===== src/lap3_pkg.sv =====
// ----------------------------------------------------------------------------
// lap3_pkg
// types and constants of the 3x3 four-neighbour laplacian filter
// ----------------------------------------------------------------------------
package lap3_pkg;

    localparam int MAX_WIDTH = 512;
    localparam int ADDR_W    = $clog2(MAX_WIDTH);
    localparam int PIX_W     = 8;
    localparam int WIDTH_W   = 10;
    localparam int HEIGHT_W  = 12;
    localparam int CFG_IDX_W = 2;
    localparam int CFG_DAT_W = 12;

    localparam logic [WIDTH_W-1:0]  MIN_W   = WIDTH_W'(3);
    localparam logic [WIDTH_W-1:0]  LIMIT_W = WIDTH_W'(MAX_WIDTH);
    localparam logic [HEIGHT_W-1:0] MIN_H   = HEIGHT_W'(3);
    localparam logic [HEIGHT_W-1:0] ROW_MAX = {HEIGHT_W{1'b1}};

    localparam logic KIND_PIXEL = 1'b0;
    localparam logic KIND_DRAIN = 1'b1;

    typedef enum logic [CFG_IDX_W-1:0] {
        REG_FRAME_WIDTH  = 2'd0,
        REG_FRAME_HEIGHT = 2'd1,
        REG_SHARPEN_MODE = 2'd2
    } cfg_reg_t;

    typedef struct packed {
        logic              due;
        logic              border;
        logic              last;
        logic [ADDR_W-1:0] col;
        logic [PIX_W-1:0]  pix;
    } s1_info_t;

endpackage


===== src/lap3_window_calc.sv =====
// ----------------------------------------------------------------------------
// lap3_window_calc
// window registers, laplacian response, sharpen option and saturation
// ----------------------------------------------------------------------------
module lap3_window_calc (
    input  logic                       clk,
    input  logic                       rst_n,
    input  logic                       consume,
    input  logic                       sharpen,
    input  logic [lap3_pkg::PIX_W-1:0] top_rd,
    input  logic [lap3_pkg::PIX_W-1:0] mid_rd,
    input  lap3_pkg::s1_info_t         s1_info,
    output logic [lap3_pkg::PIX_W-1:0] result
);
    import lap3_pkg::*;

    localparam int SUM_W = PIX_W + 2;
    localparam int RES_W = PIX_W + 5;

    logic [PIX_W-1:0] top2_reg, mid1_reg, mid2_reg, bot2_reg;

    logic [SUM_W-1:0]        nsum;
    logic signed [RES_W-1:0] lap, sharp, val;
    logic [PIX_W-1:0]        clamped;

    always_comb
    begin
        nsum  = SUM_W'(top2_reg) + SUM_W'(bot2_reg) + SUM_W'(mid1_reg) + SUM_W'(mid_rd);
        lap   = $signed(RES_W'(nsum)) - $signed(RES_W'({mid2_reg, 2'b00}));
        sharp = $signed(RES_W'(mid2_reg)) - lap;
        val   = sharpen ? sharp : lap;
        if (val < 0)
        begin
            clamped = '0;
        end
        else if (val > $signed(RES_W'({PIX_W{1'b1}})))
        begin
            clamped = '1;
        end
        else
        begin
            clamped = val[PIX_W-1:0];
        end
        result = s1_info.border ? mid2_reg : clamped;
    end

    always_ff @(posedge clk or negedge rst_n)
    begin
        if (!rst_n)
        begin
            top2_reg <= '0;
            mid1_reg <= '0;
            mid2_reg <= '0;
            bot2_reg <= '0;
        end
        else if (consume)
        begin
            top2_reg <= top_rd;
            mid1_reg <= mid2_reg;
            mid2_reg <= mid_rd;
            bot2_reg <= s1_info.pix;
        end
    end

endmodule


===== config.mk =====
export PLATFORM = sky130hd
export DESIGN_NAME = lap3_window_calc
export DESIGN_NICKNAME = d
export VERILOG_FILES = /design/src/lap3_pkg.sv /design/src/lap3_window_calc.sv
export SDC_FILE = /design/constraint.sdc
export NUM_CORES = 1
export LEC_CHECK = 0
export BUFFER_PORTS_ARGS = -buffer_cell sky130_fd_sc_hd__buf_2
export CORE_MARGIN = 10
export CORE_UTILIZATION = 55
export CTS_BUF_LIST = sky130_fd_sc_hd__clkbuf_8
export CTS_CLUSTER_DIAMETER = 120
export DETAILED_ROUTE_END_ITERATION = 12
export PLACE_DENSITY_LB_ADDON = 0.12
export SLEW_MARGIN = 30
export SYNTH_ARGS = -nofsm -noshare
export SYNTH_HDL_FRONTEND = slang
export SYNTH_SLANG_ARGS = --single-unit

===== constraint.sdc =====
create_clock -name clk -period 7.75 [get_ports clk]
set_clock_uncertainty 0.2 [all_clocks]
set_input_delay 1.1625 -clock clk [delete_from_list [all_inputs] [get_ports clk]]
set_output_delay 1.1625 -clock clk [all_outputs]
set_load 0.02 [all_outputs]

# Word-level counts from Yosys, hierarchy flattened
# Index checks and enable logic that the tools add are counted.
# word_totals
regBits,32
in_bits,40
out_inout_bits,8
word_cells,15
# classes
addsub,5
n_lt_le_gt_ge,2
n_mux,4
# ops
operator,n
$mux W8,3
$gt A13 B9 Y1 const B,1
$lt A13 B1 Y1 const B,1
$mux W13,1
$sub A9 B11 Y12,1
$sub A10 B10 Y11,1
$add A10 B8 Y10,1
$add A9 B8 Y10,1
$add A8 B8 Y9,1

# Longest topological paths before layout
# Gate-level depths: netlist of the first run.
# depth
ltp_word,10
depth_mapped,21
mapped_depth_nobuf,21

# Least setup slack after synthesis of the first run
# Ideal clock, no wire load.
# synth_path
path_kind,input-to-output
start,input mid_rd[3] (netlist name)
end,output result[5] (netlist name)
t_arrival_ns,5.698
required_time_ns,6.387
slack_ns,0.689
cell_stages,19
path_buffers,0
path_cell_list,fa_1 > fa_1 > inv_1 > fa_1 > inv_1 > ha_1 > nor2b_1 > o21ai_0 > or3b_2 > nand2_1 > ha_1 > nor2_1 > nor2b_1 > nor2_1 > a211oi_1 > o221ai_1 > a31oi_4 > inv_2 > o32ai_1
# synth_between
elab_chain_len,8
word_cells_on_any_way,9
cone_classes,3 x add/sub; 2 x order compare; 4 x mux
# synth_rtl
item,line_no,source
from (decl),lap3_window_calc.sv:11,"input logic [lap3_pkg::PIX_W-1:0] mid_rd,"
$add A10 B8 Y10 *,lap3_window_calc.sv:28,nsum = SUM_W'(top2_reg) + SUM_W'(bot2_reg) + SUM_W'(mid1_reg) + SUM_W'(mid_rd);
$sub A10 B10 Y11 *,lap3_window_calc.sv:29,"lap = $signed(RES_W'(nsum)) - $signed(RES_W'({mid2_reg, 2'b00}));"
$sub A9 B11 Y12,lap3_window_calc.sv:30,sharp = $signed(RES_W'(mid2_reg)) - lap;
$mux W13 *,lap3_window_calc.sv:31,val = sharpen ? sharp : lap;
$gt A13 B9 Y1,lap3_window_calc.sv:36,else if (val > $signed(RES_W'({PIX_W{1'b1}})))
$mux W8,lap3_window_calc.sv:36,
$mux W8 *,lap3_window_calc.sv:32,if (val < 0)
$mux W8 *,lap3_window_calc.sv:44,result = s1_info.border ? mid2_reg : clamped;
to (decl),lap3_window_calc.sv:13,output logic [lap3_pkg::PIX_W-1:0] result
# Mark *: on every way between the ends. The rest lies on a longest branch, timed or not.

# Worst setup path in the final report of the first run
# layout_path
start,input mid_rd[3] (netlist name)
end,output result[6] (netlist name)
# The elaborated chain is that of the path after synthesis.

==> results.md, run 1 <==
- CP peak stage delay: roughly 0.51 ns
- Post-route ant nets: 0
- Drt drc: 0
- Arrival time worst endpoint: 5.97 ns
- Clk_lat worst skew: just under 0.3 ns
- Syn nets: approximately 380
- H-tree Lvls: 2
- Final setup viols: 0
- DR pass1 iterations: 4
- Final Worst Setup Slack: between 0.4 and 0.5 ns
- Unrepaired setup endpoints after global routing: false
- Root buffer cell: clkbuf_8
- Layout cells sized above 1: between 20% and 30%
- Required @ worst endpoint: around 6.4 ns
- CP startpoint kind: primary input
- Most frequent cells in the layout: 39 x inv_1, 36 x buf_2, 32 x dfrtp_1
- # port buffers: 36
- GPL Wtd Cong: between 0.8 and 0.9
- Post-synthesis sequential area ratio: between 20% and 30%
- Vias in the first global route: 2395
- DIE AREA: 0.00864 mm^2
- Post-synth ARST share: between 90% and 100%
- Cells after DPL: just under 400
- Pin count of the biggest net entering global routing: 46
- Die H: approximately 93 um
- CP max-delay cell: fa_1
- Total CTS buffers: 5
- Cell mode on critical path: fa_1
- IO Pins: 48
- Synth Register Bits: 32
- Synth Flop Type: dfrtp_1
- Sink Count: 32
- Fin Setup TNS: 0 ns
- Hold buffers post-CTS: 0
- Dpl hpwl: around 5000 um
- Via count: roughly 2200
- Post-layout net count: approximately 420
- Wire length per cell: about 15 um
- Worst reg-to-reg path cell count: 1
- Mapped Cells: between 200 and 300
- Core ar.: roughly 0.005 mm^2
- Worst slack, placed: approximately 0.39 ns
- Highest Clock Rate: 136 MHz
- First DRT Iteration DRCs: 100
- Tightest Pin Transition: ~0.80 ns
- Critical Path Fanout Max: 4
- Worst hold path depth: 1
- Antenna fix cells: 0
- Fin crit share: 94.6%
- Endpoint kind of the worst setup timing path: output port
- Non-Filler Instances: a little over 400
- Longest Clk Path Bufs: 2
- Cell area after synthesis: 0.00293 mm^2
- Minimum clock period: ~7.3 ns
- Number of synthesized flops with an enable pin: 0
- Synth-to-layout area growth: 12.2%
- Hold Path Class: register to register
- Final Hold Viols: 0
- First-pass GRT wire length: about 11000 um
- GRT Overall Usage: ~16%
- TritonCTS clock tree: yes
- Synth Warn #: 0
- Vias per cell: around 5.5
- WS Path Type: primary input to output port
- Pins Over Slew Limit: 0
- Number of cell rows: 26
- Clock Pin Slew Worst Setup and Hold Paths: about 0.070 ns
- Initial core utilization: between 50% and 60%
- Initial antenna violation count: 0
- Most common cell after layout, fill and taps aside: inv_1
- Rel. slew slack: between 40% and 50%
- Outcome: completed
- Die width: between 90 and 100 um
- Critical Path, Cell by Cell: buf_2 -> fa_1 -> fa_1 -> inv_1 -> fa_1 -> inv_1 -> ha_1 -> nor2b_1 -> o21ai_0 -> or3b_2 -> nand2_1 -> ha_1 -> nor2_1 -> nor2b_1 -> nor2_1 -> a211oi_1 -> o221ai_1 -> a31oi_4 -> inv_2 -> o32ai_1 -> buf_2
- Routed WL: ~6100 um
- Max Cap Violations: 0
- Remaining Overflow, GRT: 0
- Distinct cell type count after synthesis: 54
- Syn Area/Cell: a little under 10 um^2
[logic make-up after synthesis]
kind of cell | share of synthesized area [%]
AO/OA/AOI/OAI | 15.8
XOR/XNOR | 2.35
adder cells (fa/ha/maj) | 24.9
buffers and inverters | 6.88
flip-flops | 27.4
multiplexers | 9.06
AND/OR/NAND/NOR | 13.7
[layout make-up]
type / count / area [um^2]
flip-flops and latches: 32 / 801
clock buffers: 7 / 96.3
repair buffers: 37 / 188
fillers: 468 / 1860
inverters: 40 / 150
well taps: 70 / 87.6
clock inverters: 1 / 30.0
multi-input cells: 217 / 1930
[critical path, delay by kind of cell]
family	cells	cell delay, ns
and+or+nand+nor	6	1.02
buffers and inverters	5	0.48
adders and majority gates	5	2.06
AOI/OAI and AO/OA	5	1.23
[synth_stat cells (all sizes together), types with 3 or more instances]
| cell type | instances | area share, % |
|---|---|---|
| nor4 | 3 | 0.64 |
| nor3 | 5 | 1.2 |
| mux2i | 4 | 1.4 |
| xnor2 | 4 | 1.5 |
| xor2 | 3 | 0.90 |
| a211o | 4 | 1.2 |
| clkbuf | 5 | 0.64 |
| nand2 | 21 | 2.7 |
| nor2b | 3 | 0.64 |
| a21oi | 21 | 3.6 |
| o211ai | 3 | 0.77 |
| a211oi | 4 | 1.0 |
| ha | 23 | 9.8 |
| nand3 | 5 | 0.85 |
| fa | 22 | 15 |
| nor2 | 18 | 2.3 |
| mux2 | 20 | 7.7 |
| inv | 40 | 5.1 |
| dfrtp | 32 | 27 |
| o21ai | 17 | 2.9 |
[path summary, 6_finish.rpt]
check,startpoint,end,slack [ns]
worst max-delay path,mid_rd[3],result[6],0.42
worst min-delay path,mid1_reg[0]$_DFFE_PN0P_,mid1_reg[0]$_DFFE_PN0P_,0.34
worst max register to register,mid2_reg[3]$_DFFE_PN0P_,mid1_reg[3]$_DFFE_PN0P_,6.69
worst min register to register,mid1_reg[0]$_DFFE_PN0P_,mid1_reg[0]$_DFFE_PN0P_,0.34
max in group asynchronous,rst_n,mid1_reg[3]$_DFFE_PN0P_,6.15
min in group asynchronous,rst_n,top2_reg[7]$_DFFE_PN0P_,0.73
[routing by layer]
metal / global-route usage, % / wire, um
met5: 0 / 0
met4: 4.37 / 49
met3: 3.63 / 233
met2: 24.6 / 2880
met1: 21.0 / 2970
[through the flow]
step           area [um^2]  hold WS [ns]  utilization [%]
4_1_cts               3270         0.350             63.6
5_1_grt               3280         0.363             63.9
6_report              3280         0.344             63.9
2_1_floorplan         2930         0.287                -
3_3_place_gp          3140         0.316             61.2
3_5_place_dp          3140         0.334             61.2
[what timing repair did]
item                                    in CTS  in global routing
hold endpoints to repair                     0                  0
resized for setup                            0                  4
endpoints found under the setup margin       0                  4
buffers inserted                             0                  1
Power of run 1 is left out: the tool's default activity adds up to more than one toggle a clock period on the data nets, which glitch-free logic cannot reach.
==> run 2, diff against run 1 <==
--- a/config.mk
+++ b/config.mk
@@ -12,6 +12,7 @@
 export CTS_CLUSTER_DIAMETER = 120
 export DETAILED_ROUTE_END_ITERATION = 12
 export PLACE_DENSITY_LB_ADDON = 0.12
+export REMOVE_ABC_BUFFERS = 1
 export SLEW_MARGIN = 30
 export SYNTH_ARGS = -nofsm -noshare
 export SYNTH_HDL_FRONTEND = slang
==> run 2 against run 1 <==
- critical path depth unchanged
- critical endpoint unchanged
- via count about the same
- die area unchanged
==> results.md, run 2 (same netlist as run 1, synthesis figures left out) <==
- Initial antenna violation count: 0
- Worst vdd ir: 0.269 mV
- Core ar.: a little over 0.005 mm^2
- Fin Setup TNS: 0 ns
- Minimum clock period: approximately 7.3 ns
- TritonCTS clock tree: yes
- GPL Wtd Cong: about 0.80
- Longest Clk Path Bufs: 2
- First DRT Iteration DRCs: 93
- Vias per cell: 5.50
- Met1 wire length: between 2000 and 3000 um
- Routed WL: between 5000 and 6000 um
- Final Hold Viols: 0
- Drt drc: 0
- Cell area power density: slightly above 500 mW/mm^2
- Post-layout net count: between 400 and 500
- Synth-to-layout area growth: 11.1%
- Outcome: completed
- Top routing layer used: met4
- Final setup viols: 0
- CP startpoint kind: primary input
- DIE AREA: 0.00864 mm^2
- Post-cts resize count: 0
- Hold Path Class: register to register
- Non-Filler Instances: roughly 400
- Required @ worst endpoint: approximately 6.4 ns
- Clock Pin Slew Worst Setup and Hold Paths: 0.08 ns
- Post-route ant nets: 0
- Total CTS buffers: 5
- Die H: about 93 um
- # port buffers: 36
- Number of setup buffers added after CTS: 0
- Antenna fix cells: 0
- Die width: between 90 and 100 um
- Pins Over Slew Limit: 0
- Dpl hpwl: ~4900 um
- Routed wl met2: between 2000 and 3000 um
- Layout cells sized above 1: 23.7%
- Finished Cell Area: around 0.0033 mm^2
- Arrival time worst endpoint: between 5 and 6 ns
- Number of cell rows: 26
- Critical Path Fanout Max: 7
- Most common cell after layout, fill and taps aside: inv_1
- Pin count of the biggest net entering global routing: between 40 and 50
- Unrepaired setup endpoints after global routing: false
- Vias in the first global route: 2190
- Clk_lat worst skew: about 0.28 ns
- H-tree Lvls: 2
- Fin crit share: a little over nine tenths
- Max Cap Violations: 0
- Cells after DPL: 395
- Endpoint kind of the worst setup timing path: output port
- IO Pins: between 40 and 50
- Sink Count: 32
- Via count: roughly 2200
- Most frequent cells in the layout: 40 x inv_1, 36 x buf_2, 32 x dfrtp_1
- Tightest Pin Transition: 0.790 ns
- DR pass1 iterations: 4
- First-pass GRT wire length: about 10000 um
- WL met3: between 300 and 400 um
- Post-Place Cell Area: between 0.003 and 0.004 mm^2
- WS Path Type: primary input to output port
- Hold Slack: about 0.32 ns
- Remaining Overflow, GRT: 0
- Rel. slew slack: 47.3%
- LEAKAGE: roughly 1.5 nW
- Initial core utilization: between 50 and 60%
- Root buffer cell: clkbuf_8
- Highest Clock Rate: around 140 MHz
- Wire length per cell: roughly 15 um
- Hold buffers post-CTS: 0
- GRT Overall Usage: about 14%
run 2: cell count changes in the layout (fill, tap and decap cells not counted), sizes merged:
cell	previous run	this run
buf	37	36
clkinv	0	1
clkbuf	7	5
inv	40	41
run 2: worst max-delay path: stages:
cell      delay (ns)
buf_2           0.12
fa_1            0.49
fa_1            0.51
inv_1           0.05
fa_1            0.50
inv_1           0.04
ha_1            0.34
nor2b_1         0.18
o21ai_0         0.14
or3b_2          0.45
nand2_1         0.13
ha_1            0.20
nor2_1          0.07
nor2b_1         0.13
nor2_1          0.08
a211oi_1        0.31
o221ai_1        0.23
a31oi_4         0.31
inv_2           0.06
o32ai_1         0.25
buf_2           0.21
run 2: power by group:
part           total [mW]  switching, mW  internal [mW]
registers           0.200         0.0156          0.185
clock network       0.156         0.0616         0.0940
logic                1.30          0.740          0.564
total                1.66          0.817          0.843
run 2: metrics by stage:
step           worst slack (ns)  power, mW  utilization (%)
4_1_cts                   0.389       1.66             63.3
6_report                  0.405       1.66             63.3
3_3_place_gp              0.433       1.48             61.2
3_5_place_dp              0.396       1.50             61.2
2_1_floorplan             0.689       1.26                -
5_1_grt                  0.0379       1.85             63.3
run 2: final timing paths:
kind                       slack [ns]  cells after the start                     from                      end
max in group asynchronous        6.15                      1                    rst_n  mid2_reg[4]$_DFFE_PN0P_
min in group asynchronous        0.72                      1                    rst_n  mid1_reg[0]$_DFFE_PN0P_
setup / recovery                 0.41                     21                mid_rd[3]                result[6]
hold / removal                   0.32                      1  bot2_reg[0]$_DFFE_PN0P_  bot2_reg[0]$_DFFE_PN0P_
setup reg to reg                 6.68                      1  mid2_reg[3]$_DFFE_PN0P_  mid1_reg[3]$_DFFE_PN0P_
hold reg to reg                  0.32                      1  bot2_reg[0]$_DFFE_PN0P_  bot2_reg[0]$_DFFE_PN0P_
run 2: cell type report:
cell class	count	area [um^2]
Fill cell	483	1890
Clock inverter	3	38.8
Sequential cell	32	801
Inverter	40	150
Timing Repair Buffer	36	180
Clock buffer	5	68.8
Multi-Input combinational cell	217	1930
Tap cell	70	87.6
run 2: metal layers:
layer  global-route usage, %  vias to the layer above
met5                       0                        -
met4                    5.27                        0
met3                    3.55                        5
met2                    21.7                       49
met1                    19.0                     1054
li1                        -                     1108
Note: power is estimated with default switching activity, not from simulation.
==> run 3, diff against run 2 <==
--- a/config.mk
+++ b/config.mk
@@ -6,6 +6,7 @@
 export NUM_CORES = 1
 export LEC_CHECK = 0
 export BUFFER_PORTS_ARGS = -buffer_cell sky130_fd_sc_hd__buf_2
+export CORE_ASPECT_RATIO = 0.7
 export CORE_MARGIN = 10
 export CORE_UTILIZATION = 55
 export CTS_BUF_LIST = sky130_fd_sc_hd__clkbuf_8
==> run 3 against run 2 <==
- die area grew 0.54%
- hold slack gained 0.018 ns
- worst setup slack lost 0.068 ns
- fmax shrank 0.92%
- register-to-register slack is essentially flat
- non-clock buffer count is the same
- utilization shrank 0.64 points
- via count is essentially flat
- global-route usage grew 0.25 points
- wire length grew 3.5%
- critical path depth is the same
==> results.md, run 3 (same netlist as run 1, synthesis figures left out) <==
- H-tree Lvls: 2
- Routed WL: 6130 um
- Clk_lat worst skew: around 0.28 ns
- Most common cell after layout, fill and taps aside: inv_1
- Hold Path Class: register to register
- Die H: 81.0 um
- Drt drc: 0
- Fill count: about 460
- Arrival time worst endpoint: between 6 and 7 ns
- Outcome: completed
- Post-route ant nets: 0
- Synth-to-layout area growth: 11.3%
- Initial core utilization: 56.3%
- Endpoint kind of the worst setup timing path: output port
- Tightest Pin Transition: between 0.7 and 0.8 ns
- Remaining Overflow, GRT: 0
- CP startpoint kind: primary input
- Initial antenna violation count: 0
- Longest Clk Path Bufs: 2
- Dpl hpwl: ~5100 um
- # port buffers: 36
- Required @ worst endpoint: 6.39 ns
- Minimum clock period: around 7.4 ns
- Root buffer cell: clkbuf_8
- Fin Setup TNS: 0 ns
- Post-cts resize count: 0
- Layout cells sized above 1: about a quarter
- Post-layout net count: approximately 420
- Final setup viols: 0
- Multi-input logic area: just under 0.002 mm^2
- IO Pins: 48
- Vias per cell: 5.47
- First-pass GRT wire length: approximately 10000 um
- Wire length per cell: roughly 15 um
- Number of setup buffers added after CTS: 0
- Core ar.: 0.00520 mm^2
- Most frequent cells in the layout: 39 x inv_1, 36 x buf_2, 32 x dfrtp_1
- First DRT Iteration DRCs: 80
- Critical Path Fanout Max: 7
- Number of cell rows: 22
- Fin crit share: 95.6%
- TritonCTS clock tree: yes
- Vias in the first global route: 2167
- Sink Count: 32
- Via count: 2214
- WS Path Type: primary input to output port
- Pin count of the biggest net entering global routing: 46
- Die width: between 100 and 150 um
- GRT Overall Usage: between 10 and 15%
- Hold buffers post-CTS: 0
- DR pass1 iterations: 4
- Antenna fix cells: 0
- DIE AREA: around 0.0087 mm^2
- Highest Clock Rate: 135 MHz
- Max Cap Violations: 0
- Sequential Area: approximately 800 um^2
- Unrepaired setup endpoints after global routing: false
- Clock Pin Slew Worst Setup and Hold Paths: approximately 0.070 ns
- Pins Over Slew Limit: 0
- Final Hold Viols: 0
- Total CTS buffers: 5
- GPL Wtd Cong: around 0.84
- Rel. slew slack: a little under 50%
run 3: layout make-up:
| cell class | count | share of cell area, % |
|---|---|---|
| multi-input cells | 217 | 59.1 |
| clock inverters | 3 | 1.31 |
| inverters | 40 | 4.61 |
| repair buffers | 36 | 5.53 |
| well taps | 72 | 2.76 |
| flip-flops and latches | 32 | 24.6 |
| clock buffers | 5 | 2.11 |
run 3: path summary, 6_finish.rpt:
check | from | end | slack (ns) | depth (start not counted)
max in group asynchronous | rst_n | mid1_reg[3]$_DFFE_PN0P_ | 6.15 | 1
worst max-delay path | mid_rd[3] | result[6] | 0.34 | 21
min in group asynchronous | rst_n | mid1_reg[0]$_DFFE_PN0P_ | 0.73 | 1
worst min-delay path | bot2_reg[0]$_DFFE_PN0P_ | bot2_reg[0]$_DFFE_PN0P_ | 0.34 | 1
worst min register to register | bot2_reg[0]$_DFFE_PN0P_ | bot2_reg[0]$_DFFE_PN0P_ | 0.34 | 1
worst max register to register | mid2_reg[7]$_DFFE_PN0P_ | mid1_reg[7]$_DFFE_PN0P_ | 6.67 | 1
run 3: critical path: stages:
cell,delay [ns]
buf_2,0.12
fa_1,0.49
fa_1,0.51
inv_1,0.05
fa_1,0.50
inv_1,0.04
ha_1,0.35
nor2b_1,0.17
o21ai_0,0.14
or3b_2,0.45
nand2_1,0.12
ha_1,0.22
nor2_1,0.07
nor2b_1,0.15
nor2_1,0.09
a211oi_1,0.32
o221ai_1,0.23
a31oi_4,0.33
inv_2,0.06
o32ai_1,0.27
buf_2,0.21
run 3: layer usage:
metal / routed length (um) / global-route usage [%] / up-vias
li1: - / - / 1107
met1: 3190 / 21.6 / 1061
met2: 2580 / 20.4 / 42
met3: 310 / 3.56 / 4
met4: 42 / 3.23 / 0
met5: 0 / 0 / -
run 3: through the flow:
stage	hold slack, ns	cells	area [um^2]	util [%]	setup WS (ns)
6_report	0.343	405	3260	62.6	0.337
4_1_cts	0.343	405	3260	62.6	0.348
2_1_floorplan	0.287	289	2880	-	0.689
3_5_place_dp	0.324	397	3150	60.5	0.349
5_1_grt	0.356	405	3260	62.6	0.00329
3_3_place_gp	0.315	397	3150	60.5	0.436
Power of run 3 is left out for the same reason.
