$ cat config.mk
export PLATFORM = sky130hd
export DESIGN_NAME = lap3_pos_ctrl
export DESIGN_NICKNAME = d
export VERILOG_FILES = /design/src/lap3_pkg.sv /design/src/lap3_pos_ctrl.sv
export SDC_FILE = /design/constraint.sdc
export NUM_CORES = 1
export LEC_CHECK = 0
export BUFFER_PORTS_ARGS = -buffer_cell sky130_fd_sc_hd__buf_2
export CELL_PAD_IN_SITES_DETAIL_PLACEMENT = 1
export CELL_PAD_IN_SITES_GLOBAL_PLACEMENT = 2
export CORE_UTILIZATION = 33
export DETAILED_ROUTE_END_ITERATION = 6
export GPL_TIMING_DRIVEN = 0
export PLACE_DENSITY_LB_ADDON = 0.2
export REMOVE_ABC_BUFFERS = 1
export SLEW_MARGIN = 20
export SYNTH_ARGS = -nofsm -noshare
export SYNTH_HDL_FRONTEND = slang
export SYNTH_SLANG_ARGS = --single-unit
$ cat constraint.sdc
create_clock -name clk -period 4.7 [get_ports clk]
set_input_delay 0.47 -clock clk [delete_from_list [all_inputs] [get_ports clk]]
set_output_delay 0.47 -clock clk [all_outputs]
set_load 0.005 [all_outputs]
$ cat src/lap3_pkg.sv
// ----------------------------------------------------------------------------
// lap3_pkg
// types and constants of the 3x3 four-neighbour laplacian filter
// ----------------------------------------------------------------------------
package lap3_pkg;

    localparam int MAX_WIDTH = 512;
    localparam int ADDR_W    = $clog2(MAX_WIDTH);
    localparam int PIX_W     = 8;
    localparam int WIDTH_W   = 10;
    localparam int HEIGHT_W  = 12;
    localparam int CFG_IDX_W = 2;
    localparam int CFG_DAT_W = 12;

    localparam logic [WIDTH_W-1:0]  MIN_W   = WIDTH_W'(3);
    localparam logic [WIDTH_W-1:0]  LIMIT_W = WIDTH_W'(MAX_WIDTH);
    localparam logic [HEIGHT_W-1:0] MIN_H   = HEIGHT_W'(3);
    localparam logic [HEIGHT_W-1:0] ROW_MAX = {HEIGHT_W{1'b1}};

    localparam logic KIND_PIXEL = 1'b0;
    localparam logic KIND_DRAIN = 1'b1;

    typedef enum logic [CFG_IDX_W-1:0] {
        REG_FRAME_WIDTH  = 2'd0,
        REG_FRAME_HEIGHT = 2'd1,
        REG_SHARPEN_MODE = 2'd2
    } cfg_reg_t;

    typedef struct packed {
        logic              due;
        logic              border;
        logic              last;
        logic [ADDR_W-1:0] col;
        logic [PIX_W-1:0]  pix;
    } s1_info_t;

endpackage

$ cat src/lap3_pos_ctrl.sv
// ----------------------------------------------------------------------------
// lap3_pos_ctrl
// raster position counters, output position flags and the stage-one register
// ----------------------------------------------------------------------------
module lap3_pos_ctrl (
    input  logic                          clk,
    input  logic                          rst_n,
    input  logic                          accept,
    input  logic                          advance,
    input  logic                          kind,
    input  logic [lap3_pkg::PIX_W-1:0]    pixel_in,
    input  logic [lap3_pkg::WIDTH_W-1:0]  eff_w,
    input  logic [lap3_pkg::HEIGHT_W-1:0] eff_h,
    output logic                          take,
    output logic [lap3_pkg::ADDR_W-1:0]   col_addr,
    output logic [lap3_pkg::PIX_W-1:0]    pix,
    output logic                          s1_valid,
    output lap3_pkg::s1_info_t            s1_info
);
    import lap3_pkg::*;

    logic [ADDR_W-1:0]   col_reg, col_next;
    logic [HEIGHT_W-1:0] row_reg, row_next;
    logic                s1_valid_reg, s1_valid_next;
    s1_info_t            s1_info_reg;

    logic                due, drain, col_zero, border, last, wrap;
    logic [HEIGHT_W-1:0] orow, h_m1;
    logic [WIDTH_W-1:0]  ocol, w_m1, col_inc;

    always_comb
    begin
        drain    = (kind == KIND_DRAIN);
        col_zero = (col_reg == '0);
        due      = (row_reg >= HEIGHT_W'(2)) || ((row_reg == HEIGHT_W'(1)) && !col_zero);
        take     = accept && !(drain && !due);
        pix      = drain ? '0 : pixel_in;
        w_m1     = eff_w - WIDTH_W'(1);
        h_m1     = eff_h - HEIGHT_W'(1);
        orow     = col_zero ? (row_reg - HEIGHT_W'(2)) : (row_reg - HEIGHT_W'(1));
        ocol     = col_zero ? w_m1 : ({1'b0, col_reg} - WIDTH_W'(1));
        border   = col_zero || (orow == '0) || (orow >= h_m1) || (ocol == '0) || (ocol >= w_m1);
        last     = due && (orow >= h_m1) && (ocol >= w_m1);
        col_inc  = {1'b0, col_reg} + WIDTH_W'(1);
        wrap     = (col_inc >= eff_w);

        col_next = col_reg;
        row_next = row_reg;
        if (take)
        begin
            if (last)
            begin
                col_next = '0;
                row_next = '0;
            end
            else if (wrap)
            begin
                col_next = '0;
                if (row_reg != ROW_MAX)
                begin
                    row_next = row_reg + HEIGHT_W'(1);
                end
            end
            else
            begin
                col_next = col_inc[ADDR_W-1:0];
            end
        end

        s1_valid_next = advance ? take : s1_valid_reg;
    end

    always_ff @(posedge clk or negedge rst_n)
    begin
        if (!rst_n)
        begin
            col_reg      <= '0;
            row_reg      <= '0;
            s1_valid_reg <= 1'b0;
        end
        else
        begin
            col_reg      <= col_next;
            row_reg      <= row_next;
            s1_valid_reg <= s1_valid_next;
        end
    end

    always_ff @(posedge clk)
    begin
        if (take)
        begin
            s1_info_reg.due    <= due;
            s1_info_reg.border <= border;
            s1_info_reg.last   <= last;
            s1_info_reg.col    <= col_reg;
            s1_info_reg.pix    <= pix;
        end
    end

    assign col_addr = col_reg;
    assign s1_valid = s1_valid_reg;
    assign s1_info  = s1_info_reg;

endmodule

; Word-level counts from Yosys, hierarchy flattened
; Index checks and enable logic that the tools add are counted.
[totals]
elab_cells = 48
inputBits = 35
ff_bits = 42
output_inout_bits = 39
[classes]
mux = 8
magnitude_cmp = 4
addsub = 7
n_reduce_logical = 19
eq_ne = 2
[ops]
columns = op, count
row1 = 12-bit 2-to-1 mux, 4
row2 = 12-bit by 1-bit subtractor with 12-bit output (second input constant), 2
row3 = 10-bit greater-or-equal comparator, 2
row4 = 9-bit 2-to-1 mux, 2
row5 = 12-bit by 1-bit adder with 12-bit output (second input constant), 1
row6 = 12-bit by 1-bit equality test with 1-bit output (second input constant), 1
row7 = 12-bit greater-or-equal comparator, 1
row8 = 12-bit by 2-bit greater-or-equal comparator with 1-bit output (second input constant), 1
row9 = 12-bit zero test, 1
row10 = 12-bit inequality test (second input constant), 1
row11 = 12-bit by 2-bit subtractor with 12-bit output (second input constant), 1
row12 = 9-bit by 1-bit adder with 10-bit output (second input constant), 1
row13 = 10-bit zero test, 1
row14 = 10-bit 2-to-1 mux, 1
row15 = 10-bit by 1-bit subtractor with 10-bit output (second input constant), 1
row16 = 9-bit by 1-bit subtractor with 10-bit output (second input constant), 1
row17 = 9-bit zero test, 1
row18 = 8-bit 2-to-1 mux, 1
row19 = 1-bit logical AND, 5
row20 = 1-bit logical OR, 5
row21 = 2-bit nonzero test, 2
row22 = 1-bit zero test, 3
row23 = 3-bit AND reduction, 1

; Longest topological paths before layout
; Gate-level depths: netlist of run 1.
[depth]
depth_word = 9
ltp_mapped = 18
mapped_depth_nobuf = 16

; Least setup slack after synthesis of run 1
; No wires, ideal clock.
[synth_timing]
path_type = register -> register
from = reg col_reg[0] (netlist: col_addr[0])
to = reg col_reg[2] (netlist: col_addr[2])
path_buffers = 2
path_slack_ns = 0.603
path_stages_with_launch = 19
arrival_time_ns = 4.032
required_time_ns = 4.636
period_less_slack_ns = 4.097
setup_time_ns = 0.064
cell_sequence = dfrtp_1 inv_1 ha_1 or4b_4 buf_6 nor2_1 o21ai_0 nor4_1 and3b_1 xor2_1 ha_1 nand4_1 nor2_1 or3_1 a221oi_1 o31ai_1 clkbuf_1 nor4_1 a21o_1
[synth_via]
elab_chain_cells = 8
word_cells_on_any_way = 19
cone_classes = 2 x add/sub / 3 x order compare / 4 x mux / 10 x reduce/logical
[synth_lines]
columns = element, line
row1 = start: declaration, lap3_pos_ctrl.sv:22  ; logic [ADDR_W-1:0] col_reg, col_next;
row2 = start signal: assignment, lap3_pos_ctrl.sv:83  ; col_reg <= col_next;
row3 = branches (longest 8 deep; another with 9-bit by 1-bit subtractor with 10-bit output), --
; Several ways; the timed one is not identified.
; A chain may end at the register's enable or synchronous reset.

; Final worst setup path of run 1
; Same ends and word-level chain as after synthesis.

==> parameters.txt, run 1 <==
Parameter                              Value

Outcome
  Outcome    finished, final reports clean

Logic synthesis
  Number of synthesized flops with an enable pin    20
  Portion of the post-synthesis area used by sequential elements    between 30% and 40%
  Cell types with the largest area share after synthesis    sky130_fd_sc_hd__edfxtp_1, sky130_fd_sc_hd__dfrtp_1, sky130_fd_sc_hd__ha_1
  Synth Area per Inst    8.75 sq um
  Synthesized instance count    about 420
  Cell accounting for the most synthesized area    sky130_fd_sc_hd__edfxtp_1
  Number of warning messages in the yosys log    0
  Cell variety after synth    55
  Area of the mapped netlist    0.00369 sq mm
  Commonest cells post-synth    sky130_fd_sc_hd__ha_1, sky130_fd_sc_hd__nand2_1, sky130_fd_sc_hd__xnor2_1, sky130_fd_sc_hd__nor2_1, sky130_fd_sc_hd__inv_1
  Dominant synthesized flop cell    sky130_fd_sc_hd__dfrtp_1
  Number of register bits inferred by synthesis    42
  Share of Yosys cell area claimed by the top area cell type    16.3%
  Fraction of registers with async set or reset after synthesis    52.4%

Power and ir drop
  Largest vdd supply drop    between 0.1 and 0.15 mV
  Power after layout    0.00194 W
  Leakage    roughly 2.0 nW
  Total power divided by cell area    446 mW/mm^2

Worst setup path
  Arrival time of the worst setup path    between 4 and 5 ns
  Count of buffering cells on the critical path with inverters included    3
  Slowest cell on the critical path    sky130_fd_sc_hd__or4b_4
  Critical Path End Type    flip-flop
  CP Cell Sequence    inv_2 -> ha_1 -> or4b_4 -> nor2_4 -> o21ai_1 -> nor4_2 -> nand3b_1 -> xnor2_2 -> ha_1 -> nand4_1 -> nor2_1 -> or3_1 -> a221oi_4 -> buf_4 -> o31ai_4 -> buf_2 -> nor4_1 -> a21o_1
  CP Launch Type    flip-flop
  Worst reg2reg setup slack    0.25 ns
  CP peak stage delay    0.53 ns
  Required time of the critical path    approximately 4.9 ns
  Critical register-to-register path startpoint    col_addr[0]
  Reg2reg end    col_addr[2]
  Dominant delay contributor by cell family on the critical path    simple AND/OR/NAND/NOR gates
  Critical path class    flip-flop to flip-flop
  Most frequent cell on the critical path    sky130_fd_sc_hd__ha_1
  Logic depth of the worst register-to-register path    18
  Biggest fanout along the worst timing path    12

Clock network
  Later-pin clock latency in the skew report    0.29 ns
  Root Buffer    sky130_fd_sc_hd__clkbuf_8
  Number of hold buffers added after cts    0
  TritonCTS clock tree    built
  Clock transition at the register clock pins on the worst setup and hold paths after CTS    0.08 ns
  Max Root-Sink Buffers    2
  Total CTS buffers    5
  Number of clock sinks    42
  Total number of H-tree levels    2

Global route
  Global-route usage over all layers    18.3%
  Number of global-route vias before repair    3357
  Initial antenna violation count    0
  Residual overflow from global routing    0
  Pin count of the biggest net entering global routing    42
  Global-route wire length before repair    16900 um

Final layout
  Largest register FFs    20
  Net count reported at finish    about 570
  Ratio of cells with drive above 1 in the final layout    22.4%
  Layout area overhead    17.6%
  Fill cell instance count of the final layout    1329
  Post-layout instance count excluding filler cells    between 600 and 700
  Number of antenna diodes    0

Die
  Die X    between 100 and 150 um
  I/O pin cnt    74
  Area of the core region    0.0109 sq mm
  Overall die area    0.0116 sq mm
  Die height    108 um
  Initial Util    33.9%
  Number of rows created at floorplan    38

Route
  Via density    5.30
  Routed metal-1 wire length    5190 um
  DRC marker count from the first detailed-route iteration    70
  Routed len/inst    16.4 um
  Router iterations before antenna repair    4
  DR vias    3324
  Total length of routed met2 wires    ~4700 um
  Count of unresolved DRC violations after routing    0
  WL met3    292 um
  Top Layer Used    met4
  Final routed wirelength across all metal layers    10300 um
  Number of nets with antenna violations after routing    0

Timing
  Max Freq    0.225 GHz
  Max Slew Vio Count    0
  Final critical-path share of the clock period    94.7%
  Post-Route Skew    0.00379 ns
  Final setup viols    0
  Relative slew slack    41.0%
  Final hold violations    0
  Period minus WS final    between 4 and 5 ns
  Worst-Margin Slew    0.881 ns
  Worst-case hold slack    roughly 0.15 ns

Place
  Dpl hpwl    8020 um
  Global placer's final weighted congestion    0.752
  Number of buffers added on ports    73
  DP Cell Count    between 600 and 700

Min path
  Class of the tightest hold or removal check    input port to async pin

Flow run
  Max-cap viol count    0
how the worst max path moves through the flow:
stage | from | end | cells past startpoint
floorplan | col_addr[0] | col_addr[6] | 16
global placement | col_addr[0] | row_reg[1] | 15
detailed placement | col_addr[0] | col_addr[6] | 16
CTS | col_addr[0] | s1_info[18] | 16
global route | col_addr[1] | col_addr[2] | 18
finish | col_addr[0] | col_addr[2] | 18
cell type report:
cell class	count	area (sq um)	share of cell area (%)
multi-input combinational	331	2410	55.7
timing repair buffer	80	415	9.57
inverter	26	97.6	2.25
clock inverter	2	10.0	0.231
tap	140	175	4.04
clock buffer	6	72.6	1.67
sequential	42	1150	26.6
logic make-up (layout without fill, tap and decap cells):
family          Yosys count  in the layout  synth area share, %
simple gates            168            168                 24.2
compound gates           72             72                 12.6
buf+inv                  49            114                 5.80
fa+ha+maj                44             44                 14.9
xor+xnor                 44             44                 10.4
flops                    42             42                 31.2
mux                       3              3                0.847
power breakdown:
group	internal [W]	total, W	switching (W)
registers	0.000481	0.000628	0.000146
clock network	0.000103	0.000226	0.000123
logic	0.000471	0.00108	0.000613
metal layers:
metal / global-route usage (%) / up-vias
met5: 0 / -
met4: 3.23 / 0
met3: 1.09 / 5
met2: 31.5 / 73
met1: 25.3 / 1592
li1: - / 1654
placed cells by master, fill, tap and decap left out, drive strengths merged, types with 9 or more instances in the layout:
cell	Yosys	final
ha	44	44
or4	9	9
xor2	17	17
xnor2	27	27
buf	10	80
nand2	45	45
a21oi	17	17
edfxtp	20	20
nand3	13	13
nor3	12	12
nand4	11	11
o21ai	23	23
inv	26	26
dfrtp	22	22
nor2	26	26
nor4	14	14
per-stage QoR:
stage | setup TNS, ns | area (sq um) | utilization [%] | setup slack [ns]
after detailed placement | -22.90 | 4130 | 38.0 | -1.30
after floorplan | 0 | 3570 | - | 0.106
after global routing | -0.000838 | 4340 | 39.9 | -0.000838
after global placement | -27.86 | 4120 | 37.8 | -1.39
after CTS | 0 | 4270 | 39.2 | 0.00363
final | 0 | 4340 | 39.9 | 0.247
what timing repair did:
| action | 4_1_cts | 5_1_grt |
|---|---|---|
| gates resized for setup | 8 | 8 |
| cloned | 0 | 0 |
| setup buffers | 1 | 5 |
| endpoints found under the setup margin | 23 | 13 |
| pin swaps | 1 | 2 |
No activity file was read; power rests on OpenSTA's default activity.
==> run 2: changes to the inputs <==
ABC_AREA = 1   (was default)
CORE_UTILIZATION = 31   (was 33)
==> run 2 against run 1 <==
  * Register-to-register slack improved by 0.38 ns
  * Synthesized area increased by 15%
  * Via count increased by 25%
  * Largest power group unchanged
  * Critical endpoint is now row_reg[4]
  * Highest routed layer unchanged
  * Clock skew increased by 0.0022 ns
==> parameters.txt, run 2 <==
Parameter                              Value

Logic synthesis
  Number of register bits inferred by synthesis    42 (unchanged)
  Share of Yosys cell area claimed by the top area cell type    17.0% (was 16.3%)
  Fraction of registers with async set or reset after synthesis    52.4% (unchanged)
  Dominant synthesized flop cell    sky130_fd_sc_hd__dfrtp_1 (unchanged)
  Synthesized instance count    637 (was 422)
  Commonest cells post-synth    sky130_fd_sc_hd__nand2_1, sky130_fd_sc_hd__inv_1, sky130_fd_sc_hd__nor2_1, sky130_fd_sc_hd__nand3_1, sky130_fd_sc_hd__ha_1 (was sky130_fd_sc_hd__ha_1, sky130_fd_sc_hd__nand2_1, sky130_fd_sc_hd__xnor2_1, sky130_fd_sc_hd__nor2_1, sky130_fd_sc_hd__inv_1)
  Most frequently used cell type in the post-synthesis netlist    sky130_fd_sc_hd__nand2_1
  Cell accounting for the most synthesized area    sky130_fd_sc_hd__nand2_1 (was sky130_fd_sc_hd__edfxtp_1)
  Cell types with the largest area share after synthesis    sky130_fd_sc_hd__nand2_1, sky130_fd_sc_hd__edfxtp_1, sky130_fd_sc_hd__dfrtp_1 (was sky130_fd_sc_hd__edfxtp_1, sky130_fd_sc_hd__dfrtp_1, sky130_fd_sc_hd__ha_1)
  Area of the mapped netlist    0.00423 sq mm (was 0.00369 sq mm)
  Synth Area per Inst    6.64 sq um (was 8.75 sq um)
  Cell variety after synth    31 (was 55)
  Number of warning messages in the yosys log    0 (unchanged)
  Portion of the post-synthesis area used by sequential elements    27.2% (was 31.2%)
  Number of synthesized flops with an enable pin    20 (unchanged)

Clock network
  Number of clock sinks    42 (unchanged)
  Total CTS buffers    5 (unchanged)
  Clock transition at the register clock pins on the worst setup and hold paths after CTS    0.06 ns (was 0.08 ns)
  Later-pin clock latency in the skew report    0.29 ns (about the same)
  Total number of H-tree levels    2 (unchanged)
  Root Buffer    sky130_fd_sc_hd__clkbuf_16 (was sky130_fd_sc_hd__clkbuf_8)
  Number of hold buffers added after cts    0 (unchanged)
  Buffer count from post-CTS setup fixing    0 (was 1)
  Max Root-Sink Buffers    2 (unchanged)
  TritonCTS clock tree    built (unchanged)

Place
  Number of buffers added on ports    73 (unchanged)
  Dpl hpwl    9850 um (was 8020 um)
  Standard cell area after detailed placement    0.00472 sq mm (was 0.00413 sq mm)
  DP Cell Count    869 (was 613)
  Global placer's final weighted congestion    0.778 (was 0.752)

Route
  Final routed wirelength across all metal layers    12100 um (was 10300 um)
  Via density    4.73 (was 5.30)
  Count of unresolved DRC violations after routing    0 (unchanged)
  Routed len/inst    13.8 um (was 16.4 um)
  Router iterations before antenna repair    4 (unchanged)
  Number of nets with antenna violations after routing    0 (unchanged)
  DR vias    4148 (was 3324)
  DRC marker count from the first detailed-route iteration    158 (was 70)

Final layout
  Net count reported at finish    779 (was 565)
  Post-route standard cell area excluding fillers    0.00488 sq mm (was 0.00434 sq mm)
  Most frequent standard cell in the layout excluding fill and tap cells    sky130_fd_sc_hd__nand2_1 (was sky130_fd_sc_hd__buf_2)
  Ratio of cells with drive above 1 in the final layout    14.0% (was 22.4%)
  Fill cell instance count of the final layout    1764 (was 1329)
  Footprint of the flip-flops and latches    0.00115 sq mm (about the same)
  Total area of multi-input combinational cells    0.00263 sq mm (was 0.00241 sq mm)
  Number of antenna diodes    0 (unchanged)
  Post-layout instance count excluding filler cells    877 (was 627)
  Layout area overhead    15.3% (was 17.6%)
  Largest register FFs    20 (unchanged)
  Commonest cells after routing, fill and taps aside    sky130_fd_sc_hd__nand2_1, sky130_fd_sc_hd__inv_1, sky130_fd_sc_hd__nor2_1 (was sky130_fd_sc_hd__buf_2, sky130_fd_sc_hd__nand2_1, sky130_fd_sc_hd__ha_1)

Timing
  Post-Route Skew    0.00596 ns (was 0.00379 ns)
  Unrepaired setup endpoints after global routing    no
  Sum of negative setup slack    0 ns (unchanged)
  Final setup viols    0 (unchanged)
  Period minus WS final    4.07 ns (was 4.45 ns)
  Max Slew Vio Count    0 (unchanged)
  Final hold violations    0 (unchanged)
  Worst-Margin Slew    0.675 ns (was 0.881 ns)
  Relative slew slack    55.0% (was 41.0%)
  Worst-case hold slack    0.154 ns (was 0.148 ns)
  Max Freq    0.246 GHz (was 0.225 GHz)
  Final critical-path share of the clock period    86.7% (was 94.7%)

Power and ir drop
  Leakage    2.61 nW (was 1.99 nW)
  Largest vdd supply drop    0.290 mV (was 0.139 mV)
  Power after layout    0.00319 W (was 0.00194 W)
  Total power divided by cell area    655 mW/mm^2 (was 446 mW/mm^2)

Global route
  Initial antenna violation count    0 (unchanged)
  Number of global-route vias before repair    4278 (was 3357)
  Pin count of the biggest net entering global routing    49 (was 42)
  Global-route wire length before repair    20800 um (was 16900 um)
  Residual overflow from global routing    0 (unchanged)
  Global-route usage over all layers    18.2% (was 18.3%)

Worst setup path
  Biggest fanout along the worst timing path    22 (was 12)
  Arrival time of the worst setup path    4.25 ns (was 4.68 ns)
  CP Launch Type    flip-flop (unchanged)
  Required time of the critical path    4.87 ns (was 4.93 ns)
  Critical Path End Type    flip-flop (unchanged)
  Critical path class    flip-flop to flip-flop (unchanged)

Die
  Number of rows created at floorplan    42 (was 38)
  Initial Util    31.8% (was 33.9%)
  Area of the core region    0.0133 sq mm (was 0.0109 sq mm)
  Overall die area    0.0141 sq mm (was 0.0116 sq mm)
  Die X    119 um (was 108 um)
  Die height    119 um (was 108 um)
  I/O pin cnt    74 (unchanged)

Flow run
  Max-cap viol count    0 (unchanged)

Min path
  Class of the tightest hold or removal check    input port to async pin (unchanged)

Outcome
  Outcome    finished, final reports clean (unchanged)
[run 2: cell types whose count changed in the layout (fill, tap and decap cells not counted), sizes merged, moves of 9 or more]
cell   change
xor2       +9
nor4      -10
nand2    +149
nor2      +62
or4        -9
nand3     +36
inv       +64
xnor2     -18
[run 2: path summary, 6_finish.rpt]
check                             from          end  slack [ns]  depth (start not counted)
min reg2reg                col_addr[1]   s1_info[9]        0.55                          0
max                        col_addr[0]   row_reg[4]        0.63                         21
max in group asynchronous        rst_n  col_addr[0]        4.15                          1
min                              rst_n   row_reg[5]        0.15                          1
max reg2reg                col_addr[0]   row_reg[4]        0.63                         21
min in group clk               advance     s1_valid        0.37                          2
[run 2: routing by layer]
metal | share of wire [%] | up-vias | track usage, %
li1 | - | 2136 | -
met1 | 52 | 1932 | 25.8
met2 | 43 | 73 | 29.1
met3 | 3.8 | 7 | 2.46
met4 | 1.0 | 0 | 4.27
met5 | 0 | - | 0
[run 2: layout make-up]
type	count	area share (%)
inverter	91	7.13
multi-input combinational	486	54.0
tap	176	4.52
sequential	42	23.6
timing repair buffer	74	7.72
clock buffer	5	2.57
clock inverter	3	0.436
[run 2: cells by family after synthesis]
| logic type | Yosys count | share of synthesized area (%) |
|---|---|---|
| buffers and inverters | 109 | 10.6 |
| and+or+nand+nor | 366 | 36.4 |
| DFF | 42 | 27.2 |
| adders and majority gates | 44 | 13.0 |
| xor gates and xnor gates | 35 | 7.25 |
| AOI/OAI and AO/OA | 41 | 5.53 |
[run 2: critical path, stage by stage, from the launching register on]
cell	delay (ns)
sky130_fd_sc_hd__dfrtp_2	0.50
sky130_fd_sc_hd__clkinvlp_4	0.23
sky130_fd_sc_hd__ha_1	0.27
sky130_fd_sc_hd__nand2_1	0.07
sky130_fd_sc_hd__nor2_1	0.05
sky130_fd_sc_hd__nand2_2	0.34
sky130_fd_sc_hd__nand3_1	0.21
sky130_fd_sc_hd__nand4_1	0.16
sky130_fd_sc_hd__nor2_1	0.06
sky130_fd_sc_hd__xor2_1	0.16
sky130_fd_sc_hd__ha_1	0.33
sky130_fd_sc_hd__nand2_1	0.06
sky130_fd_sc_hd__nor2_1	0.22
sky130_fd_sc_hd__o21ai_0	0.14
sky130_fd_sc_hd__nand3_1	0.09
sky130_fd_sc_hd__nor2_1	0.04
sky130_fd_sc_hd__nand2_1	0.06
sky130_fd_sc_hd__nand3_1	0.13
sky130_fd_sc_hd__o21ai_2	0.29
sky130_fd_sc_hd__nand2_2	0.32
sky130_fd_sc_hd__nand2_1	0.14
sky130_fd_sc_hd__nand2_1	0.06
[run 2: stage by stage]
step | utilization (%) | setup slack [ns]
3_3_place_gp | 35.4 | -0.143
5_1_grt | 36.7 | 0.150
3_5_place_dp | 35.5 | 0.105
6_report | 36.7 | 0.627
4_1_cts | 36.6 | 0.0690
2_1_floorplan | - | 1.20
[run 2: timing repair]
action,CTS,global route
endpoints found under the hold margin,0,0
setup endpoints to repair,0,22
gates resized for setup,0,3
[run 2: power by group]
group	leakage (nW)	internal, W	switching [W]
combinational	2.05	0.000770	0.00146
sequential	0.493	0.000511	0.000114
clock	0.0698	0.000197	0.000144
==> run 3: changes to the inputs <==
--- a/config.mk
+++ b/config.mk
@@ -12,5 +12,4 @@
 export CORE_UTILIZATION = 31
 export DETAILED_ROUTE_END_ITERATION = 6
-export GPL_TIMING_DRIVEN = 0
 export PLACE_DENSITY_LB_ADDON = 0.2
 export REMOVE_ABC_BUFFERS = 1
==> constraint.sdc (replaced) <==
create_clock -name clk -period 4.7 [get_ports clk]
set_input_delay 0.47 -clock clk [delete_from_list [all_inputs] [get_ports clk]]
set_output_delay 0.47 -clock clk [all_outputs]
set_load 0.02 [all_outputs]
==> run 3 against run 2 <==
  * Global-route usage is 0.91 points higher
  * Register-to-register slack hardly changed
  * Sequential share of layout area hardly changed
  * Critical path type unchanged
  * Largest cell class unchanged
==> parameters.txt, run 3 (synthesis gave the netlist of run 2 again) <==
Parameter                              Value

Clock network
  Number of clock sinks    42 (unchanged)
  Clock transition at the register clock pins on the worst setup and hold paths after CTS    0.07 ns (was 0.06 ns)
  Buffer count from post-CTS setup fixing    0 (unchanged)
  Max Root-Sink Buffers    2 (unchanged)
  TritonCTS clock tree    built (unchanged)
  Number of hold buffers added after cts    0 (unchanged)
  Count of instances resized after the clock tree is built    0 (unchanged)
  Total CTS buffers    5 (unchanged)
  Later-pin clock latency in the skew report    0.29 ns (about the same)
  Root Buffer    sky130_fd_sc_hd__clkbuf_16 (unchanged)
  Total number of H-tree levels    2 (unchanged)

Timing
  Relative slew slack    57.5% (was 55.0%)
  Final hold violations    0 (unchanged)
  Period minus WS final    4.08 ns (was 4.07 ns)
  Unrepaired setup endpoints after global routing    no (unchanged)
  Final critical-path share of the clock period    86.8% (was 86.7%)
  Max Slew Vio Count    0 (unchanged)
  Final setup viols    0 (unchanged)
  Post-Route Skew    0.00677 ns (was 0.00596 ns)
  Sum of negative setup slack    0 ns (unchanged)
  Max Freq    0.245 GHz (was 0.246 GHz)
  Worst-Margin Slew    0.636 ns (was 0.675 ns)

Global route
  Pin count of the biggest net entering global routing    49 (unchanged)
  Most congested layer reported by global routing    met2 (unchanged)
  Residual overflow from global routing    0 (unchanged)
  Global-route usage over all layers    19.1% (was 18.2%)
  Initial antenna violation count    0 (unchanged)
  Number of global-route vias before repair    4310 (was 4278)
  Met2 Track Usage GR    31.7% (was 29.1%)
  Global Route met3 Usage    2.03% (was 2.46%)
  Global-route wire length before repair    21500 um (was 20800 um)
  Met1 track demand over resource in global routing    26.6% (was 25.8%)

Worst setup path
  Required time of the critical path    4.88 ns (was 4.87 ns)
  Slowest cell on the critical path    sky130_fd_sc_hd__dfrtp_1 (was sky130_fd_sc_hd__dfrtp_2)
  Arrival time of the worst setup path    4.26 ns (was 4.25 ns)
  Biggest fanout along the worst timing path    13 (was 22)
  CP Cell Sequence    clkinv_1 -> ha_1 -> nand2_1 -> nor2_1 -> nand2_1 -> nand3_1 -> nand4_1 -> nor2_1 -> xor2_1 -> ha_1 -> nand2_1 -> nor2_1 -> o21ai_0 -> nand3_1 -> nor2_1 -> nand2_1 -> nand3_1 -> o21ai_2 -> nand2_2 -> nand2_1 -> nand2_1 (was clkinvlp_4 -> ha_1 -> nand2_1 -> nor2_1 -> nand2_2 -> nand3_1 -> nand4_1 -> nor2_1 -> xor2_1 -> ha_1 -> nand2_1 -> nor2_1 -> o21ai_0 -> nand3_1 -> nor2_1 -> nand2_1 -> nand3_1 -> o21ai_2 -> nand2_2 -> nand2_1 -> nand2_1)
  Critical path class    flip-flop to flip-flop (unchanged)
  Most frequent cell on the critical path    sky130_fd_sc_hd__nand2_1 (unchanged)
  Worst reg2reg setup slack    0.62 ns (was 0.63 ns)
  Dominant delay contributor by cell family on the critical path    simple AND/OR/NAND/NOR gates (unchanged)
  Count of buffering cells on the critical path with inverters included    1 (unchanged)
  CP peak stage delay    0.54 ns (was 0.50 ns)
  Critical Path End Type    flip-flop (unchanged)
  CP Launch Type    flip-flop (unchanged)

Power and ir drop
  Switching power as a share of total power    55.3% (was 53.7%)
  Internal Power    0.00148 W (about the same)
  Sw Pwr    0.00183 W (was 0.00172 W)
  Relative contribution of combinational cells to total power    70.8% (was 69.8%)
  Power share of the sequential group    18.8% (was 19.6%)
  Leakage    2.62 nW (was 2.61 nW)
  Total power divided by cell area    681 mW/mm^2 (was 655 mW/mm^2)
  Largest vdd supply drop    0.344 mV (was 0.290 mV)
  Clock network fraction of design power    10.4% (was 10.7%)

Final layout
  Net count reported at finish    780 (was 779)
  Ratio of cells with drive above 1 in the final layout    13.5% (was 14.0%)
  Most frequent standard cell in the layout excluding fill and tap cells    sky130_fd_sc_hd__nand2_1 (unchanged)
  Number of antenna diodes    0 (unchanged)
  Layout area overhead    15.2% (was 15.3%)
  Commonest cells after routing, fill and taps aside    sky130_fd_sc_hd__nand2_1, sky130_fd_sc_hd__inv_1, sky130_fd_sc_hd__nor2_1 (unchanged)
  Footprint of the flip-flops and latches    0.00115 sq mm (about the same)
  Largest register FFs    20 (unchanged)
  Post-layout instance count excluding filler cells    878 (was 877)
  Fill cell instance count of the final layout    1796 (was 1764)
  Total area of multi-input combinational cells    0.00263 sq mm (about the same)

Die
  Number of rows created at floorplan    42 (unchanged)
  Die height    119 um (unchanged)
  I/O pin cnt    74 (unchanged)
  Initial Util    31.8% (unchanged)
  Overall die area    0.0141 sq mm (unchanged)
  Area of the core region    0.0133 sq mm (unchanged)
  Die X    119 um (unchanged)

Route
  DRC marker count from the first detailed-route iteration    139 (was 158)
  Final routed wirelength across all metal layers    12700 um (was 12100 um)
  Routed len/inst    14.5 um (was 13.8 um)
  Count of unresolved DRC violations after routing    0 (unchanged)
  Number of nets with antenna violations after routing    0 (unchanged)
  Via density    4.77 (was 4.73)
  Router iterations before antenna repair    4 (unchanged)
  DR vias    4188 (was 4148)

Min path
  Class of the tightest hold or removal check    input port to async pin (unchanged)

Flow run
  Max-cap viol count    0 (unchanged)

Place
  Dpl hpwl    10300 um (was 9850 um)
  DP Cell Count    870 (was 869)
  Number of buffers added on ports    73 (unchanged)
  Global placer's final weighted congestion    0.851 (was 0.778)

Outcome
  Outcome    finished, final reports clean (unchanged)
run 3: worst paths after layout:
path                             start          end  depth (start not counted)
max                        col_addr[0]   row_reg[3]                         21
min                              rst_n  row_reg[10]                          1
max reg2reg                col_addr[0]   row_reg[3]                         21
min reg2reg                   s1_valid     s1_valid                          2
max in group asynchronous        rst_n  col_addr[2]                          1
min in group clk               advance     s1_valid                          2
run 3: area by class of cell:
| class | count | share of cell area (%) |
|---|---|---|
| clock buffer | 5 | 2.57 |
| clock inverter | 3 | 0.437 |
| inverter | 91 | 7.06 |
| multi-input combinational | 486 | 54.0 |
| sequential | 42 | 23.6 |
| tap | 176 | 4.52 |
| timing repair buffer | 75 | 7.81 |
run 3: per-stage QoR:
step / utilization (%) / setup WS (ns) / hold WS [ns] / total power (W) / cell area, sq um
after global placement: 35.5 / 0.867 / 0.484 / 0.00293 / 4720
after CTS: 36.6 / 0.602 / 0.176 / 0.00337 / 4870
after detailed placement: 35.5 / 0.638 / 0.490 / 0.00300 / 4720
after global routing: 36.6 / 0.108 / 0.191 / 0.00373 / 4870
final: 36.6 / 0.620 / 0.164 / 0.00331 / 4870
after floorplan: - / 1.11 / 0.174 / 0.00227 / 4120
run 3: power groups by stage:
stage	registers [W]	logic, W	clock network (W)
6_report	0.000623	0.00235	0.000344
5_1_grt	0.000640	0.00272	0.000374
4_1_cts	0.000626	0.00238	0.000364
3_5_place_dp	0.000632	0.00236	0
3_3_place_gp	0.000627	0.00230	0
2_1_floorplan	0.000700	0.00157	0
run 3: per-layer routing:
metal | part of all wire, % | up-vias
met4 | 0.90 | 0
met5 | 0 | -
met1 | 51 | 1961
met3 | 2.5 | 7
li1 | - | 2146
met2 | 45 | 74
